[config.mk]
export PLATFORM = sky130hd
export DESIGN_NAME = cobs_crc32_frame_decoder
export DESIGN_NICKNAME = d
export VERILOG_FILES = /design/src/design/ccfd_pkg.sv /design/src/design/ccfd_core.sv /design/src/design/ccfd_out_reg.sv /design/src/design/cobs_crc32_frame_decoder.sv
export SDC_FILE = /design/constraint.sdc
export NUM_CORES = 1
export LEC_CHECK = 0
export BUFFER_PORTS_ARGS = -buffer_cell sky130_fd_sc_hd__buf_2
export CAP_MARGIN = 20
export CORE_MARGIN = 10
export CORE_UTILIZATION = 53
export DETAILED_ROUTE_END_ITERATION = 8
export MAX_ROUTING_LAYER = met4
export PLACE_DENSITY = 0.71
export SLEW_MARGIN = 0
export SYNTH_ARGS = -nofsm -noshare
export SYNTH_HDL_FRONTEND = slang
export SYNTH_HIERARCHICAL = 1
export SYNTH_SLANG_ARGS = --single-unit
[constraint.sdc]
create_clock -name clk_i -period 8.4 [get_ports clk_i]
set_input_delay 0 -clock clk_i [delete_from_list [all_inputs] [get_ports clk_i]]
set_output_delay 0 -clock clk_i [all_outputs]
set_load 0.02 [all_outputs]
[src/design/ccfd_pkg.sv]
// Package for the COBS frame decoder with CRC-32 check.
// Holds the result kind codes, the result struct and the byte-wide CRC update.
// No dependencies.
package ccfd_pkg;

  // default capacity of the decoded frame in bytes
  localparam int unsigned BufferBytesDefault = 128;

  localparam logic [31:0] CrcPoly = 32'hEDB88320;
  localparam logic [31:0] CrcInit = 32'hFFFFFFFF;
  localparam logic [7:0]  CodeMax = 8'hFF;
  localparam logic [7:0]  TailLen = 8'd4;

  typedef enum logic [2:0] {
    KindPayload  = 3'd0,
    KindGood     = 3'd1,
    KindOverflow = 3'd2,
    KindShort    = 3'd3,
    KindCrcBad   = 3'd4
  } kind_e;

  typedef struct packed {
    kind_e       kind;
    logic [7:0]  data;
    logic [6:0]  len;
  } result_t;

  // reflected crc-32, one byte folded in, bit at a time
  function automatic logic [31:0] crc_fold(input logic [31:0] crc, input logic [7:0] b);
    logic [31:0] c;
    c = crc ^ {24'h0, b};
    for (int k = 0; k < 8; k++) begin
      c = c[0] ? ((c >> 1) ^ CrcPoly) : (c >> 1);
    end
    return c;
  endfunction

endpackage

[src/design/ccfd_core.sv]
// Decode core: COBS block tracking, four-byte tail delay line and CRC-32.
// Updates frame state on each advanced beat and forms at most one result.
// Depends on ccfd_pkg.
module ccfd_core import ccfd_pkg::*; #(
  parameter int unsigned BUFFER_BYTES = BufferBytesDefault
) (
  input  logic       clk_i,
  input  logic       rst_ni,
  input  logic       advance_i,
  input  logic [7:0] byte_i,
  output logic       res_valid_o,
  output result_t    res_o
);

  localparam logic [7:0] BufLimit = 8'(BUFFER_BYTES);

  logic        in_frame_q, in_frame_d;
  logic [7:0]  block_left_q, block_left_d;
  logic [7:0]  last_code_q, last_code_d;
  logic [7:0]  count_q, count_d;
  logic [7:0]  tail_q [4];
  logic [7:0]  tail_d [4];
  logic [31:0] crc_q, crc_d;

  logic        do_push;
  logic [7:0]  push_byte;
  logic [31:0] held;

  assign held = {tail_q[0], tail_q[1], tail_q[2], tail_q[3]};

  // frame state update and result selection
  always_comb begin
    in_frame_d   = in_frame_q;
    block_left_d = block_left_q;
    last_code_d  = last_code_q;
    count_d      = count_q;
    tail_d       = tail_q;
    crc_d        = crc_q;
    res_valid_o  = 1'b0;
    res_o        = '{kind: KindPayload, data: 8'h00, len: 7'h00};
    do_push      = 1'b0;
    push_byte    = 8'h00;

    if (!in_frame_q) begin
      // waiting for a code byte, zeros are idle fill
      if (byte_i != 8'h00) begin
        in_frame_d   = 1'b1;
        last_code_d  = byte_i;
        block_left_d = byte_i - 8'd1;
        count_d      = 8'd0;
        tail_d       = '{default: 8'h00};
        crc_d        = CrcInit;
      end
    end else if (block_left_q != 8'd0) begin
      // literal data byte
      block_left_d = block_left_q - 8'd1;
      do_push      = 1'b1;
      push_byte    = byte_i;
    end else if (byte_i == 8'h00) begin
      // frame delimiter at a block boundary
      res_valid_o = 1'b1;
      if (count_q < TailLen) begin
        res_o.kind = KindShort;
      end else if ((crc_q ^ CrcInit) == held) begin
        res_o.kind = KindGood;
        res_o.len  = 7'(count_q - TailLen);
      end else begin
        res_o.kind = KindCrcBad;
      end
      in_frame_d   = 1'b0;
      block_left_d = 8'd0;
      last_code_d  = 8'd0;
      count_d      = 8'd0;
      tail_d       = '{default: 8'h00};
      crc_d        = CrcInit;
    end else begin
      // next code byte, implicit zero unless previous code was the maximum
      last_code_d  = byte_i;
      block_left_d = byte_i - 8'd1;
      do_push      = (last_code_q < CodeMax);
      push_byte    = 8'h00;
    end

    // push one decoded byte through the tail delay line
    if (do_push) begin
      if (count_q >= BufLimit) begin
        res_valid_o  = 1'b1;
        res_o.kind   = KindOverflow;
        in_frame_d   = 1'b0;
        block_left_d = 8'd0;
        last_code_d  = 8'd0;
        count_d      = 8'd0;
        tail_d       = '{default: 8'h00};
        crc_d        = CrcInit;
      end else begin
        tail_d[0] = tail_q[1];
        tail_d[1] = tail_q[2];
        tail_d[2] = tail_q[3];
        tail_d[3] = push_byte;
        count_d   = count_q + 8'd1;
        if (count_q >= TailLen) begin
          crc_d       = crc_fold(crc_q, tail_q[0]);
          res_valid_o = 1'b1;
          res_o.kind  = KindPayload;
          res_o.data  = tail_q[0];
        end
      end
    end
  end

  // state registers
  always_ff @(posedge clk_i or negedge rst_ni) begin
    if (!rst_ni) begin
      in_frame_q   <= 1'b0;
      block_left_q <= 8'd0;
      last_code_q  <= 8'd0;
      count_q      <= 8'd0;
      tail_q       <= '{default: 8'h00};
      crc_q        <= CrcInit;
    end else if (advance_i) begin
      in_frame_q   <= in_frame_d;
      block_left_q <= block_left_d;
      last_code_q  <= last_code_d;
      count_q      <= count_d;
      tail_q       <= tail_d;
      crc_q        <= crc_d;
    end
  end

  // overflow always drops the frame
  a_overflow_clears: assert property (@(posedge clk_i) disable iff (!rst_ni)
    advance_i && res_valid_o && res_o.kind == KindOverflow |=> !in_frame_q && count_q == 8'd0)
    else $error("overflow did not clear the frame");

  // decoded count stays within the buffer
  a_count_bound: assert property (@(posedge clk_i) disable iff (!rst_ni)
    count_q <= BufLimit)
    else $error("decoded count beyond buffer");

  // payload only leaves once the tail line is full
  a_payload_tail: assert property (@(posedge clk_i) disable iff (!rst_ni)
    advance_i && res_valid_o && res_o.kind == KindPayload |-> count_q >= TailLen && in_frame_q)
    else $error("payload before tail line filled");

  // a good frame had at least the crc bytes
  a_good_len: assert property (@(posedge clk_i) disable iff (!rst_ni)
    advance_i && res_valid_o && res_o.kind == KindGood |-> count_q >= TailLen)
    else $error("good frame shorter than crc");

endmodule

[src/design/ccfd_out_reg.sv]
// Result register for the COBS frame decoder output channel.
// Holds one result beat until taken and reports free space upstream.
// Depends on ccfd_pkg.
module ccfd_out_reg import ccfd_pkg::*; (
  input  logic    clk_i,
  input  logic    rst_ni,
  input  logic    load_i,
  input  result_t res_i,
  output logic    space_o,
  output logic    out_valid_o,
  input  logic    out_ready_i,
  output result_t out_o
);

  logic    valid_q;
  result_t data_q;

  assign space_o     = !valid_q || out_ready_i;
  assign out_valid_o = valid_q;
  assign out_o       = data_q;

  // valid flag
  always_ff @(posedge clk_i or negedge rst_ni) begin
    if (!rst_ni) begin
      valid_q <= 1'b0;
    end else if (load_i) begin
      valid_q <= 1'b1;
    end else if (out_ready_i) begin
      valid_q <= 1'b0;
    end
  end

  // payload
  always_ff @(posedge clk_i) begin
    if (load_i) begin
      data_q <= res_i;
    end
  end

endmodule

[src/design/cobs_crc32_frame_decoder.sv]
// COBS frame decoder with CRC-32 check, top level.
// An accepted byte passes through the input register and the decode core into
// the result register. Throughput: one encoded byte per cycle while the result
// register has space, bound by the input register and the result register.
// Reset clears the input and result valid flags and the frame state (idle,
// CRC all ones). Depends on ccfd_pkg, ccfd_core, ccfd_out_reg.
module cobs_crc32_frame_decoder import ccfd_pkg::*; #(
  parameter int unsigned BUFFER_BYTES = BufferBytesDefault
) (
  input  logic       clk_i,
  input  logic       rst_ni,
  input  logic       rx_valid_i,
  output logic       rx_ready_o,
  input  logic [7:0] rx_byte_i,
  output logic       out_valid_o,
  input  logic       out_ready_i,
  output logic [2:0] kind_o,
  output logic [7:0] data_byte_o,
  output logic [6:0] frame_length_o
);

  logic       in_valid_q;
  logic [7:0] in_byte_q;
  logic       space;
  logic       advance;
  logic       res_valid;
  result_t    res;
  result_t    out_res;

  assign advance    = in_valid_q && space;
  assign rx_ready_o = !in_valid_q || advance;

  // input register
  always_ff @(posedge clk_i or negedge rst_ni) begin
    if (!rst_ni) begin
      in_valid_q <= 1'b0;
    end else if (rx_ready_o) begin
      in_valid_q <= rx_valid_i;
    end
  end

  always_ff @(posedge clk_i) begin
    if (rx_valid_i && rx_ready_o) begin
      in_byte_q <= rx_byte_i;
    end
  end

  // decode core
  ccfd_core #(
    .BUFFER_BYTES(BUFFER_BYTES)
  ) u_core (
    .clk_i      (clk_i),
    .rst_ni     (rst_ni),
    .advance_i  (advance),
    .byte_i     (in_byte_q),
    .res_valid_o(res_valid),
    .res_o      (res)
  );

  // result register
  ccfd_out_reg u_out (
    .clk_i      (clk_i),
    .rst_ni     (rst_ni),
    .load_i     (advance && res_valid),
    .res_i      (res),
    .space_o    (space),
    .out_valid_o(out_valid_o),
    .out_ready_i(out_ready_i),
    .out_o      (out_res)
  );

  assign kind_o         = out_res.kind;
  assign data_byte_o    = out_res.data;
  assign frame_length_o = out_res.len;

endmodule

==> metrics.txt, run 1 <==
final WL 14.5 mm; setup ws final 5.15 ns; R2R setup slack between 5 and 6 ns; vias approximately 4300; Initial DRT Pass Iterations 5; Post-synth EDFFs 26; Bufs on Longest Clock Path 2; initial antenna violation count 0; Layout Nets 588; share of cells above drive strength 1 0.209; # rows 39; syn_area_per_cell 11.8 um^2; WHS Path Cells 2; max-slew violations 0; wire per inst 20.1 um; Initial DRC Count 372; Critical Path Source Type register; largest cells by area after synthesis dfrtp_1 24%, dfstp_2 14%, edfxtp_1 13%, xnor2_1 11%, a22o_1 5.8%; Worst-Skew Late Latency ~0.42 ns; hold crit path type in -> reg; Post-synth ARST share 0.778; critical path required time 8.70 ns; area leader, netlist dfrtp_1; Synth Instances 522; DP Wirelength 9.95 mm; Worst Hold End in_byte_q[2]; CTS sink count 117; Yosys cell types 68; status complete, no violations; Antenna diodes 0; Clock Skew around 0.0083 ns; critical path fanouts, max 19; peak supply drop 0.299 mV; DP Cell Count 677; buffers added on ports 31; min-delay src rx_byte_i[2]; Cell Count, Final, Fillers Out about 720; RR Startpoint in_byte_q[0]; number of global-route vias before repair 4382; Register-to-Register Path Depth 9; Post-CTS Resized 0; P&R area growth vs syn 16.5%; Final Cell Area 7190 um^2; chip width 128 um; global route total overflow 0; Vias/cell between 5 and 6; count of warnings emitted by yosys 6; Mapped Area 6170 um^2; count leader, synth xnor2_1; CTS tree built; I/O pins 32; pre-CTS setup slack between 4 and 5 ns; Root Buffer clkbuf_16; Die Span Y roughly 130 um; power density over cell area between 500 and 600 nW/um^2; minimum clock period approximately 3.3 ns; pin count of the biggest net entering global routing 71; maxcap violations 0; All-Layer GR Usage 0.188; Seq/Total Area, Yosys 0.502; Reg clk slew, reported paths 0.05 ns; core area approximately 11000 um^2; Synth top cells by count 81 x xnor2_1, 59 x dfrtp_1, 41 x a22o_1, 32 x dfstp_2; global-route wire length before repair about 24 mm; reg-to-reg endpoint u_out/out_valid_o; Mapped Nets roughly 540; Synth Register Bits 117; routability cong. ~0.90; unrepaired setup endpoints after global routing no; H-tree Lvls 4; Synth Flop Type dfrtp_1; post-synth top area share 0.239; crit path kind reg -> reg; Area after DPL 6420 um^2; post-route ant nets 0; Worst-Margin Slew 0.889 ns; Hold Vio Cnt, Final 0; setup violators final 0; crit path DAT 3.55 ns; Tcrit/Tclk final 0.387; achievable clock frequency 307 MHz; slew margin rel. 0.403; CP endpoint kind register; initial core utilization 0.541; Num CTS Buffers 17; Leak ~2.9 nW; full die area 16400 um^2; Tot Pwr ~0.0039 W; setup TNS 0 ns; DRC viols 0
==> cell usage in the layout (no fill, tap or decap), drive strengths merged, types with 2 or more instances in the layout <==
cell type / Yosys / routed
o2bb2ai: 2 / 2
buf: 13 / 37
o22a: 30 / 30
nand3: 4 / 4
nor3b: 3 / 3
nand2: 11 / 11
clkinvlp: 0 / 2
nor2: 30 / 30
nor4b: 3 / 3
or3: 4 / 4
a211oi: 2 / 2
a21oi: 9 / 9
bufinv: 0 / 4
dfstp: 32 / 32
o31ai: 4 / 4
dlygate4sd3: 0 / 14
a22o: 41 / 41
nand4: 5 / 5
a21o: 2 / 2
xor2: 22 / 22
o21a: 4 / 4
nor4: 12 / 12
clkinv: 0 / 6
and2: 11 / 11
or3b: 2 / 2
nand3b: 2 / 2
edfxtp: 26 / 26
or2: 2 / 2
nand2b: 6 / 6
o21ai: 17 / 17
nor3: 15 / 15
xnor2: 88 / 88
or4: 2 / 2
inv: 14 / 14
dfrtp: 59 / 59
clkbuf: 11 / 19
ha: 8 / 8
o22ai: 6 / 6
a31oi: 4 / 4
==> flip-flops by register name, summed over array words and instances (netlist names) <==
name and count:
u_core/count_q 8, in_valid_q 1, u_core/block_left_q 8, u_core/last_code_q 8, u_out/out_valid_o 1, u_core/crc_q 32
in_byte_q 8, u_core/held 32, u_out/out_o 18, u_core/in_frame_q 1
==> timing repair <==
action / 4_1_cts / 5_1_grt
hold buffers: 14 / 0
endpoints found under the hold margin: 31 / 0
buffers inserted: 0 / 0
==> where the power goes <==
| part | switching, W | internal (W) |
|---|---|---|
| clock network | 0.000245 | 0.000496 |
| logic | 0.00103 | 0.00101 |
| registers | 0.000260 | 0.000899 |
| total | 0.00153 | 0.00241 |
==> critical path, cell delays in order, from the launching register on <==
cell      delay, ns
edfxtp_1       0.47
inv_1          0.13
ha_1           0.22
or4b_4         0.52
nor3_4         0.32
o21a_1         0.40
or3_4          0.23
nand2_1        0.06
and3_1         0.46
nand2b_2       0.31
==> kinds of logic after synthesis <==
family          share of synthesized area
compound gates                      0.166
xor+xnor                            0.175
fa+ha+maj                          0.0162
buf+inv                            0.0302
flops                               0.502
mux                               0.00345
simple gates                        0.107
==> cell type report <==
class	instances	area, um^2
fill	906	4230
sequential	117	3100
multi-input combinational	367	2890
clock buffer	19	443
timing repair buffer	51	363
tap	143	179
clock inverter	12	160
inverter	14	52.6
==> metal layers <==
metal  up-vias  GRT usage  wire, um
met5         -          -         0
met4         0     0.0775       284
met3        20     0.0463       891
met2       137      0.271      6560
met1      2145      0.250      6790
li1       2000          -         -
==> per-stage QoR <==
stage	hold WS (ns)	utilization
floorplan	-0.296	-
global placement	-0.101	0.562
detailed placement	-0.0963	0.562
CTS	0.276	0.627
global route	0.303	0.630
finish	0.294	0.630
==> worst max path at each step <==
stage	startpoint	end	slack [ns]	depth (start not counted)
CTS	in_byte_q[0]	u_core/crc_q[21]	4.93	8
detailed placement	in_byte_q[0]	u_core/crc_q[21]	4.96	8
finish	in_byte_q[0]	u_out/out_valid_o	5.15	9
global placement	in_byte_q[0]	u_core/crc_q[21]	5.06	8
floorplan	in_byte_q[0]	u_out/out_valid_o	5.70	10
global route	in_byte_q[0]	u_out/out_valid_o	4.94	9
(Power assumes the default switching activity.)
==> run 2, diff against run 1 <==
Clock period 8.4 ns to 3.3 ns, I/O delays scaled along.
==> metrics.txt, run 2 (same netlist as run 1, synthesis figures left out) <==
status complete, no violations; critical path required time 3.61 ns (-5.09 ns); Initial DRT Pass Iterations 5 (unchanged); achievable clock frequency 333 MHz (+8.3%); Hold Vio Cnt, Final 0 (unchanged); chip width 128 um (unchanged); Die Span Y 128 um (unchanged); Layout Nets 593 (+0.85%); power density over cell area 1390 nW/um^2 (+150%); initial antenna violation count 0 (unchanged); P&R area growth vs syn 16.8%; Leak 2.89 nW (+1.0%); Reg clk slew, reported paths 0.05 ns (about the same); Worst-Skew Late Latency 0.41 ns (about the same); # rows 39 (unchanged); setup TNS 0 ns (unchanged); Cell Count, Final, Fillers Out 729 (+0.83%); I/O pins 32 (unchanged); DP Cell Count 684 (+1.0%); Worst-Margin Slew 0.920 ns (+0.0306 ns); Crit-path slowest cell nor4_1; Tot Pwr 0.0100 W (+150%); slew margin rel. 0.382 (-0.0206); final WL 14.7 mm (+1.3%); initial core utilization 0.541 (unchanged); full die area 16400 um^2 (unchanged); Final Cell Area 7210 um^2 (+0.33%); H-tree Lvls 4 (unchanged); Num CTS Buffers 17 (unchanged); pin count of the biggest net entering global routing 84 (+18%); number of global-route vias before repair 4444 (+1.4%); DP Wirelength 10.2 mm (+2.2%); minimum clock period 3.00 ns (-0.249 ns); crit path DAT 3.32 ns (-0.23 ns); crit path kind reg -> reg; Initial DRC Count 560 (+51%); CTS tree built; CP endpoint kind register; CP Cell Sequence inv_1 > ha_1 > or4b_4 > nor4_1 > nor2_1 > o21ai_2 > buf_4 > o21ai_0 > o21ai_1; setup ws final 0.296 ns (-4.85 ns); Tcrit/Tclk final 0.910 (+0.523); wire per inst 20.2 um (+0.47%); setup violators final 0 (unchanged); maxcap violations 0 (unchanged); CTS sink count 117 (unchanged); Critical Path Source Type register; CP peak stage delay 0.56 ns (+0.04 ns); unrepaired setup endpoints after global routing no; global-route wire length before repair 24.1 mm (+2.6%); Post-CTS Resized 0 (unchanged); hold crit path type in -> async; global route total overflow 0 (unchanged); Clock Skew 0.00962 ns (+0.00129 ns); share of cells above drive strength 1 0.224 (+0.0149); post-route ant nets 0 (unchanged); core area 11400 um^2 (unchanged); Vias/cell 6.07 (+2.0%); Bufs on Longest Clock Path 2 (unchanged); most frequent cells in the layout 81 x xnor2_1, 59 x dfrtp_1, 41 x a22o_1; pre-CTS setup slack 0.367 ns (-4.59 ns); critical path fanouts, max 11 (-8); CP top delay family simple AND/OR/NAND/NOR gates; Buf+Inv Stages, Crit Path 2 (+1); buffers added on ports 31 (unchanged); vias 4424 (+2.8%); routability cong. 0.932 (+3.2%); Antenna diodes 0 (unchanged); most common cell after layout, fill and taps aside xnor2_1; DRC viols 0 (unchanged); peak supply drop 0.713 mV (+140%); max-slew violations 0 (unchanged); All-Layer GR Usage 0.190 (+0.00192); Area after DPL 6470 um^2 (+0.82%); Fillers 890 (-1.8%); Root Buffer clkbuf_16
[run 2: changes by cell type in the layout (fill, tap and decap cells not counted), sizes merged]
cell / delta
bufinv: -3
clkbuf: +6
clkinv: -1
clkinvlp: -1
dlygate4sd3: -2
buf: +7
[run 2: where the power goes]
group	internal [W]	total (W)	leakage (nW)	switching [W]
clock network	0.00118	0.00181	0.293	0.000631
logic	0.00259	0.00524	1.27	0.00266
registers	0.00229	0.00296	1.33	0.000670
[run 2: area by class of cell]
type	instances	area, um^2	area share
clock inverter	7	66.3	0.00919
timing repair buffer	56	395	0.0548
multi-input combinational	367	2890	0.401
sequential	117	3100	0.430
clock buffer	25	528	0.0732
inverter	14	52.6	0.00729
tap	143	179	0.0248
[run 2: metal layers]
layer,wire length (um),track usage,share of wire,vias up
li1,-,-,-,2028
met1,6700,0.255,0.46,2210
met2,6890,0.286,0.47,164
met3,965,0.0343,0.066,22
met4,168,0.0642,0.011,0
met5,0,-,0,-
[run 2: per-stage QoR]
stage               hold WS, ns   util
floorplan                -0.296      -
global placement          0.177  0.567
detailed placement        0.178  0.567
CTS                       0.284  0.629
global route              0.158  0.632
finish                    0.106  0.632
[run 2: repair_timing]
item / 4_1_cts / 5_1_grt
hold buffers: 12 / 0
setup buffers: 0 / 0
endpoints found under the hold margin: 60 / 0
[run 2: worst register-to-register path: cells and delay by family, from the launching register on]
family | cells | cell delay (ns)
AOI/OAI and AO/OA | 3 | 0.51
adders and majority gates | 1 | 0.22
buffers and inverters | 2 | 0.38
DFF | 1 | 0.45
and+or+nand+nor | 3 | 1.34
[run 2: worst paths after layout]
check | startpoint | endpoint | slack, ns | cells after the start
setup / recovery | in_byte_q[0] | u_core/count_q[3] | 0.30 | 9
hold / removal | rst_ni | u_core/held[17] | 0.11 | 2
setup reg to reg | in_byte_q[0] | u_core/count_q[3] | 0.30 | 9
hold reg to reg | u_core/last_code_q[7] | u_core/last_code_q[7] | 0.50 | 1
max in group asynchronous | rst_ni | u_core/count_q[3] | 2.39 | 4
min in group clk_i | rx_byte_i[5] | in_byte_q[5] | 0.29 | 2
==> run 3, diff against run 2 <==
--- a/config.mk
+++ b/config.mk
@@ -12,5 +12,6 @@
 export DETAILED_ROUTE_END_ITERATION = 8
 export MAX_ROUTING_LAYER = met4
-export PLACE_DENSITY = 0.71
+export PLACE_DENSITY = 0.78
+export SKIP_CTS_REPAIR_TIMING = 1
 export SLEW_MARGIN = 0
 export SYNTH_ARGS = -nofsm -noshare
==> constraint.sdc (replaced) <==
create_clock -name clk_i -period 3.3 [get_ports clk_i]
set_input_delay 0 -clock clk_i [delete_from_list [all_inputs] [get_ports clk_i]]
set_output_delay 0 -clock clk_i [all_outputs]
set_load 0.1 [all_outputs]
==> metrics.txt, run 3 (same netlist as run 1, synthesis figures left out) <==
status finished, violations left; failing checks hold timing; full die area 16400 um^2 (unchanged); post-route ant nets 0 (unchanged); most frequent cells in the layout 81 x xnor2_1, 59 x dfrtp_1, 41 x a22o_1; core area 11400 um^2 (unchanged); slew margin rel. 0.442 (+0.0598); DRC viols 0 (unchanged); chip width 128 um (unchanged); Layout Nets 592 (-0.17%); P&R area growth vs syn 15.8%; buffers added on ports 31 (unchanged); Hold Vio Cnt, Final 6 (+6); Clock Skew 0.0111 ns (+0.00152 ns); crit path kind reg -> reg; Worst Hold Margin -0.00838 ns (-0.114 ns); hold crit path type in -> async; most common cell after layout, fill and taps aside xnor2_1; Root Buffer clkbuf_16; # rows 39 (unchanged); Bufs on Longest Clock Path 2 (unchanged); met1 GRT Util 0.232 (-0.0232); Tcrit/Tclk final 0.900 (-0.0105); share of cells above drive strength 1 0.221 (-0.00304); setup violators final 0 (unchanged); wire per inst 20.0 um (-0.92%); unrepaired setup endpoints after global routing no; crit path DAT 3.30 ns (-0.02 ns); initial antenna violation count 0 (unchanged); Worst-Margin Slew 0.831 ns (-0.0890 ns); global route total overflow 0 (unchanged); Worst-Skew Late Latency 0.41 ns (about the same); H-tree Lvls 4 (unchanged); busiest grt layer met2; I/O pins 32 (unchanged); grt met3 use 0.0542 (+0.0199); critical path required time 3.63 ns (+0.02 ns); max-slew violations 0 (unchanged); global-route wire length before repair 23.8 mm (-1.3%); Num CTS Buffers 17 (unchanged); achievable clock frequency 337 MHz (+1.2%); critical path fanouts, max 19 (+8); vias 4370 (-1.2%); number of global-route vias before repair 4516 (+1.6%); Fillers 911 (+2.4%); minimum clock period 2.97 ns (-0.0347 ns); Antenna diodes 0 (unchanged); initial core utilization 0.541 (unchanged); pin count of the biggest net entering global routing 87 (+3.6%); Critical Path Source Type register; routability cong. 0.943 (+1.1%); Vias/cell 6.00 (-1.1%); setup TNS 0 ns (unchanged); Die Span Y 128 um (unchanged); CTS sink count 117 (unchanged); CP endpoint kind register; final WL 14.6 mm (-1.1%); All-Layer GR Usage 0.188 (-0.00212); maxcap violations 0 (unchanged); Initial DRC Count 420 (-25%); Initial DRT Pass Iterations 5 (unchanged); M2 GR Usage 0.283 (-0.00301); Reg clk slew, reported paths 0.05 ns (about the same); DP Wirelength 10.1 mm (-0.96%); CTS tree built
-- run 3: changes by cell type in the layout (fill, tap and decap cells not counted), sizes merged --
cell / change
clkbuf: +2
dlygate4sd3: -1
bufinv: -1
clkinvlp: -1
-- run 3: layer usage --
layer | vias to the layer above | wire (um)
met5 | - | 0
met4 | 0 | 260
met3 | 23 | 1010
met2 | 174 | 6930
met1 | 2161 | 6370
li1 | 2012 | -
-- run 3: critical path, stage by stage (launching register included) --
cell      delay (ns)
edfxtp_1        0.44
inv_1           0.11
ha_1            0.24
or4b_4          0.53
nor4_1          0.60
nor2_1          0.28
o21ai_2         0.18
buf_4           0.28
o21ai_0         0.13
o21ai_1         0.11
-- run 3: final cells by class --
cell class	count	area, um^2	share of cell area
Inverter	14	52.6	0.00735
Sequential cell	117	3100	0.434
Tap cell	143	179	0.0250
Multi-Input combinational cell	367	2890	0.405
Clock buffer	27	513	0.0718
Clock inverter	5	25.0	0.00350
Timing Repair Buffer	55	385	0.0539
-- run 3: stage by stage --
step	std cells	hold WS [ns]	cell area (um^2)	worst slack [ns]	util
6_report	728	-0.00838	7150	0.330	0.626
5_1_grt	728	0.0145	7150	0.120	0.626
4_1_cts	716	-0.253	7010	0.342	0.614
3_5_place_dp	684	0.179	6470	0.380	0.567
3_3_place_gp	684	0.178	6470	0.428	0.567
2_1_floorplan	522	-0.296	6170	0.600	-
-- run 3: path summary, 6_finish.rpt --
path,from,end,slack (ns),cells past startpoint
setup / recovery,in_byte_q[0],u_core/count_q[2],0.33,9
hold / removal,rst_ni,u_core/held[26],-0.008,2
setup reg to reg,in_byte_q[0],u_core/count_q[2],0.33,9
hold reg to reg,u_core/last_code_q[6],u_core/last_code_q[6],0.51,1
max in group asynchronous,rst_ni,in_valid_q,2.52,4
min in group clk_i,rx_byte_i[7],in_byte_q[7],0.30,2
Power of run 3 is left out: the tool's default activity adds up to more than one toggle a clock period on the data nets, which glitch-free logic cannot reach.
